**src/sv/s2da_pkg.sv**
```systemverilog
// Shared types and constants for the signed integer to decimal ASCII block.
// No dependencies; used by the controller, the datapath and the top level.
package s2da_pkg;

    localparam int BIN_W      = 32;
    localparam int NUM_DIGITS = 10;
    localparam int BCD_W      = 4 * NUM_DIGITS;
    localparam int CNT_W      = 5;
    localparam int IDX_W      = 4;
    localparam int CHAR_W     = 7;

    localparam logic [CHAR_W-1:0] ASCII_ZERO  = 7'd48;
    localparam logic [CHAR_W-1:0] ASCII_MINUS = 7'd45;

    typedef enum logic [2:0] {
        S_IDLE,
        S_CONV,
        S_PREP,
        S_SIGN,
        S_DIGIT
    } t_state;

    typedef struct packed {
        logic load;
        logic shift;
        logic set_first;
        logic dec_idx;
        logic sel_sign;
    } t_dp_cmd;

    typedef struct packed {
        logic conv_done;
        logic neg;
        logic idx_zero;
    } t_dp_status;

endpackage

```
**src/sv/s2da_dp.sv**
```systemverilog
// Datapath: magnitude register, shift-and-add-3 BCD converter, digit pointer
// and character selection. Depends on s2da_pkg; driven by s2da_ctrl.
module s2da_dp import s2da_pkg::*; (
    input  logic                     i_clk,
    input  logic signed [BIN_W-1:0]  i_value,
    input  t_dp_cmd                  i_cmd,
    output t_dp_status               o_status,
    output logic        [CHAR_W-1:0] o_character,
    output logic                     o_last
);

    logic [BIN_W-1:0] r_bin, n_bin;
    logic [BCD_W-1:0] r_bcd, n_bcd;
    logic [CNT_W-1:0] r_cnt, n_cnt;
    logic [IDX_W-1:0] r_idx, n_idx;
    logic             r_neg, n_neg;
    logic [BCD_W-1:0] adj_bcd;
    logic [IDX_W-1:0] first_idx;
    logic [3:0]       cur_digit;

    always_comb begin
        for (int i = 0; i < NUM_DIGITS; i++) begin
            if (r_bcd[4*i +: 4] >= 4'd5) begin
                adj_bcd[4*i +: 4] = r_bcd[4*i +: 4] + 4'd3;
            end else begin
                adj_bcd[4*i +: 4] = r_bcd[4*i +: 4];
            end
        end
    end

    always_comb begin
        first_idx = '0;
        for (int i = 0; i < NUM_DIGITS; i++) begin
            if (r_bcd[4*i +: 4] != 4'd0) begin
                first_idx = IDX_W'(i);
            end
        end
    end

    always_comb begin
        n_bin = r_bin;
        n_bcd = r_bcd;
        n_cnt = r_cnt;
        n_idx = r_idx;
        n_neg = r_neg;
        if (i_cmd.load) begin
            n_neg = i_value[BIN_W-1];
            n_bin = i_value[BIN_W-1] ? ($unsigned(~i_value) + 1'b1) : $unsigned(i_value);
            n_bcd = '0;
            n_cnt = '0;
        end else if (i_cmd.shift) begin
            n_bcd = {adj_bcd[BCD_W-2:0], r_bin[BIN_W-1]};
            n_bin = {r_bin[BIN_W-2:0], 1'b0};
            n_cnt = r_cnt + 1'b1;
        end else if (i_cmd.set_first) begin
            n_idx = first_idx;
        end else if (i_cmd.dec_idx) begin
            n_idx = r_idx - 1'b1;
        end
    end

    always_ff @(posedge i_clk) begin
        r_bin <= n_bin;
        r_bcd <= n_bcd;
        r_cnt <= n_cnt;
        r_idx <= n_idx;
        r_neg <= n_neg;
    end

    assign cur_digit = r_bcd[{r_idx, 2'b00} +: 4];

    assign o_status.conv_done = (r_cnt == CNT_W'(BIN_W - 1));
    assign o_status.neg       = r_neg;
    assign o_status.idx_zero  = (r_idx == '0);

    assign o_character = i_cmd.sel_sign ? ASCII_MINUS : (ASCII_ZERO + CHAR_W'(cur_digit));
    assign o_last      = !i_cmd.sel_sign && (r_idx == '0);

endmodule

```
**src/sv/s2da_ctrl.sv**
```systemverilog
// Controller state machine: load, 32 conversion steps, digit pointer setup,
// then one character per accepted output item. Depends on s2da_pkg.
module s2da_ctrl import s2da_pkg::*; (
    input  logic       i_clk,
    input  logic       i_rst_n,
    input  logic       i_in_valid,
    output logic       o_in_ready,
    output logic       o_out_valid,
    input  logic       i_out_ready,
    input  t_dp_status i_status,
    output t_dp_cmd    o_cmd
);

    t_state r_state, n_state;

    always_ff @(posedge i_clk) begin
        if (!i_rst_n) begin
            r_state <= S_IDLE;
        end else begin
            r_state <= n_state;
        end
    end

    always_comb begin
        n_state     = r_state;
        o_cmd       = '0;
        o_in_ready  = 1'b0;
        o_out_valid = 1'b0;
        case (r_state)
            S_IDLE: begin
                o_in_ready = 1'b1;
                if (i_in_valid) begin
                    o_cmd.load = 1'b1;
                    n_state    = S_CONV;
                end
            end
            S_CONV: begin
                o_cmd.shift = 1'b1;
                if (i_status.conv_done) begin
                    n_state = S_PREP;
                end
            end
            S_PREP: begin
                o_cmd.set_first = 1'b1;
                n_state = i_status.neg ? S_SIGN : S_DIGIT;
            end
            S_SIGN: begin
                o_out_valid    = 1'b1;
                o_cmd.sel_sign = 1'b1;
                if (i_out_ready) begin
                    n_state = S_DIGIT;
                end
            end
            S_DIGIT: begin
                o_out_valid = 1'b1;
                if (i_out_ready) begin
                    if (i_status.idx_zero) begin
                        n_state = S_IDLE;
                    end else begin
                        o_cmd.dec_idx = 1'b1;
                    end
                end
            end
            default: begin
                n_state = S_IDLE;
            end
        endcase
    end

    a_accept_starts_conv: assert property (@(posedge i_clk) disable iff (!i_rst_n)
        (i_in_valid && o_in_ready) |=> (r_state == S_CONV))
        else $error("accepted item did not start conversion");

    a_last_returns_idle: assert property (@(posedge i_clk) disable iff (!i_rst_n)
        (r_state == S_DIGIT && i_out_ready && i_status.idx_zero) |=> (r_state == S_IDLE))
        else $error("final character did not return to idle");

    a_one_cmd: assert property (@(posedge i_clk) disable iff (!i_rst_n)
        $onehot0({o_cmd.load, o_cmd.shift, o_cmd.set_first, o_cmd.dec_idx}))
        else $error("more than one datapath command");

    a_no_overlap: assert property (@(posedge i_clk) disable iff (!i_rst_n)
        !(o_in_ready && o_out_valid))
        else $error("input taken while a character is pending");

endmodule

```
**src/sv/signed_int_to_decimal_ascii.sv**
```systemverilog
// Top level: signed 32-bit integer to decimal ASCII characters.
// Depends on s2da_pkg, s2da_ctrl and s2da_dp.
//
// Input channel (i_in_valid / o_in_ready, i_value): one signed integer per item.
// Output channel (o_out_valid / i_out_ready, o_character, o_last): one ASCII
// character per item, most significant first; '-' leads a negative value,
// there are no leading zeros, and o_last marks the final digit.
// Zero gives the single character '0'; the most negative value gives
// "-2147483648".
// After an input item is accepted, the value is loaded and goes through 32
// shift-and-add-3 steps and one pointer setup before o_out_valid rises.
// Each number gives N = 1..11 characters.
// One number is handled at a time: o_in_ready is high only while idle.
// A stalled receiver holds the current character and flag steady until taken.
// Reset returns the block to idle and drops any number in progress.
module signed_int_to_decimal_ascii import s2da_pkg::*; (
    input  logic                    i_clk,
    input  logic                    i_rst_n,
    input  logic                    i_in_valid,
    output logic                    o_in_ready,
    input  logic signed [BIN_W-1:0] i_value,
    output logic                    o_out_valid,
    input  logic                    i_out_ready,
    output logic       [CHAR_W-1:0] o_character,
    output logic                    o_last
);

    t_dp_cmd    dp_cmd;
    t_dp_status dp_status;

    s2da_ctrl u_ctrl (
        .i_clk       (i_clk),
        .i_rst_n     (i_rst_n),
        .i_in_valid  (i_in_valid),
        .o_in_ready  (o_in_ready),
        .o_out_valid (o_out_valid),
        .i_out_ready (i_out_ready),
        .i_status    (dp_status),
        .o_cmd       (dp_cmd)
    );

    s2da_dp u_dp (
        .i_clk       (i_clk),
        .i_value     (i_value),
        .i_cmd       (dp_cmd),
        .o_status    (dp_status),
        .o_character (o_character),
        .o_last      (o_last)
    );

endmodule
```
**config.mk**
```make
export PLATFORM = sky130hd
export DESIGN_NAME = signed_int_to_decimal_ascii
export DESIGN_NICKNAME = d
export VERILOG_FILES = /design/src/sv/s2da_pkg.sv /design/src/sv/s2da_dp.sv /design/src/sv/s2da_ctrl.sv /design/src/sv/signed_int_to_decimal_ascii.sv
export SDC_FILE = /design/constraint.sdc
export NUM_CORES = 1
export LEC_CHECK = 0
export ABC_AREA = 1
export ABC_CLOCK_PERIOD_IN_PS = 2400
export BUFFER_PORTS_ARGS = -buffer_cell sky130_fd_sc_hd__buf_4
export CAP_MARGIN = 40
export CORE_UTILIZATION = 40
export DETAILED_ROUTE_END_ITERATION = 10
export SLEW_MARGIN = 25
export SYNTH_ARGS = -nofsm -noshare
export SYNTH_HDL_FRONTEND = slang
export SYNTH_SLANG_ARGS = --single-unit
```
**constraint.sdc**
```tcl
create_clock -name i_clk -period 2.4 [get_ports i_clk]
set_input_delay 0.48 -clock i_clk [delete_from_list [all_inputs] [get_ports i_clk]]
set_output_delay 0.48 -clock i_clk [all_outputs]
set_load 0.01 [all_outputs]
```
==> run summary <==
Worst path max stage delay: 0.39 ns
final cycle utilization of the critical path: 0.949
crit start category: register
CTS Sinks: 85
fin. max-slew vios: 0
top cells by count, synth: nand2_1 (173), inv_1 (84), o21ai_0 (66), nor2_1 (64), nand3_1 (60)
ranking of synthesized cells by area: edfxtp_1 (20%), dfxtp_1 (17%), nand2_1 (12%)
Leak: 0.00284 uW
Die X: 120 um
run status: completed
Remaining Overflow, GRT: 0
placed instance count: 979
register cell area after layout: 0.00207 mm2
DR WL/cell: 14.0 um
via count: 5163
Tmin final: 2.28 ns
CP cell instances: buf_4 > a21oi_1 > o21ai_0 > nand3_1 > nand3_1 > a21oi_1 > buf_4
Setup Viol. Count Final: 0
synthesized area per cell: 7.20 um2
Post-synth ARST share: 0
Post-CTS Hold Buffers: 0
IO buf count: 43
Slowest cell on crit path: edfxtp_1
Hold WC Path Type: primary input to register
most common cell in the netlist: nand2_1
Post-Route WL: 13.9 mm
RSZ-0062 raised after global routing: false
drt first-iter violations: 367
vias in the first global route: 5082
post-synthesis cell type count: 44
Setup Total Neg Slack: 0 ns
Synth Cell Area: 0.00560 mm2
row cnt: 42
synth warn: 0
Worst-path clk slew: 0.06 ns
Main synth FF type: dfxtp_1
EDFF count, synth: 37
CTS tree: yes
largest net degree at the start of global routing: 54
clk buf depth: 2
Max-cap violations: 0
Layout area overhead: 14.2%
first-pass GRT wire length: 23.7 mm
WP data arrival: 1.80 ns
Hold Worst Slack: 0.395 ns
Antenna Nets Post-Route: 0
GP Congestion: 0.881
H-tree depth: 3
clk_lat worst skew: 0.35 ns
DP Wirelength: 10.1 mm
Core Area: 0.0135 mm2
Clock Tree Root: clkbuf_16
via/cell ratio: 5.19
Crit. End Element: output port
Max Fclk: 439 MHz
initial antenna violation count: 0
n_diodes: 0
Global Route Usage Sum: 0.206
clock skew: 0.00669 ns
Yosys reg bits: 85
Buf/Inv on CP: 2
DR pass1 iterations: 4
syn nets: 837
initial core utilization: 0.416
post-synthesis sequential area ratio: 0.370
Worst EP required: 1.92 ns
layout cells sized above 1: 0.125
area taken by multi-input logic gates: 0.00302 mm2
total I/O pin count: 46
Final Non-Filler Cells: 995
Pwr per Cell Area: 1170 mW/mm2
Max FO, Critical Path: 20
Die Span Y: 120 um
Mapped Cells: 777
Top Family by Delay on Critical Path: compound AO/OA/AOI/OAI gates
DRC: 0
Peak VDD IR: 0.834 mV
fill count: 1359
die area: 0.0145 mm2
top-area cell type share of the netlist area: 0.199
final net count: 874
critical path class: register to output port
Final Hold Vio Count: 0
CTS buffer count: 9
leading area contributor after synthesis: edfxtp_1
## report_power, final
part	switching (uW)	internal, uW	total [uW]	leakage, uW
registers	338	2300	2640	0.000749
logic	2270	1190	3470	0.00195
clock network	578	786	1360	0.000147
## registers in the layout, summed over array words and instances, names as in the netlist
name            count
u_dp.r_idx          4
u_dp.r_bin         32
u_dp.r_bcd         40
u_dp.r_cnt          5
u_dp.r_neg          1
u_ctrl.r_state      3
## kinds of logic (layout without fill, tap and decap cells)
logic type               after synthesis  count (layout)  share of synthesized area
XOR/XNOR                              24              24                     0.0376
other                                  2               2                    0.00134
AO/OA/AOI/OAI                        176             176                      0.174
buffers and inverters                124             166                     0.0912
AND/OR/NAND/NOR                      342             342                      0.271
flip-flops                            85              85                      0.370
adder cells (fa/ha/maj)               24              24                     0.0537
## metal layers
layer  vias up  track usage  part of all wire
li1       2666            -                 -
met1      2353        0.262              0.47
met2       128        0.346              0.47
met3        16       0.0476             0.048
met4         0       0.0648             0.011
met5         -            0                 0
## cell usage in the layout, fill, tap and decap left out, types with 10 or more instances in the layout
cell       instances
dfxtp_1           48
nand2_1          173
inv_2             12
a21oi_1           38
o211ai_1          18
inv_1             83
o21ai_0           66
nor2_1            63
ha_1              24
xor2_1            21
o21ai_1           35
buf_4             52
edfxtp_1          37
clkbuf_16         10
nand3_1           60
## final cells by class
class | count | area share
Clock buffer | 12 | 0.0419
Clock inverter | 4 | 0.00313
Tap cell | 176 | 0.0345
Timing Repair Buffer | 54 | 0.0674
Sequential cell | 85 | 0.324
Multi-Input combinational cell | 568 | 0.472
Inverter | 96 | 0.0570
## timing repair
action / in CTS / in global routing
endpoints found under the setup margin: 0 / 3
gates resized for setup: 0 / 3
buffers inserted: 0 / 0
## tightest hold or removal path, cell delays in order
cell     delay (ns)
buf_4          0.12
o21ai_0        0.06
nor2_1         0.04
## per-stage QoR
step / power, uW / setup WS, ns / utilization / instance area, um2
3_5_place_dp: 6110 / 0.409 / 0.453 / 6100
4_1_cts: 7500 / 0.100 / 0.475 / 6380
2_1_floorplan: 5050 / 0.468 / - / 5600
3_3_place_gp: 5980 / 0.430 / 0.453 / 6100
6_report: 7470 / 0.123 / 0.475 / 6390
5_1_grt: 8120 / 0.0200 / 0.475 / 6390
## path summary, 6_finish.rpt
check,startpoint,endpoint,slack (ns),cells past startpoint
worst max register to register,u_ctrl.r_state[1]$_SDFFE_PN0P_,u_dp.r_bin[18]$_DFFE_PN_,0.57,7
worst min register to register,u_dp.r_bin[31]$_DFFE_PN_,u_dp.r_bcd[0]$_SDFFE_PP0P_,0.46,2
worst max-delay path,u_dp.r_idx[0]$_DFFE_PP_,o_character[1],0.12,7
worst min-delay path,i_rst_n,u_ctrl.r_state[1]$_SDFFE_PN0P_,0.39,3
No activity file was read; power rests on OpenSTA's default activity.
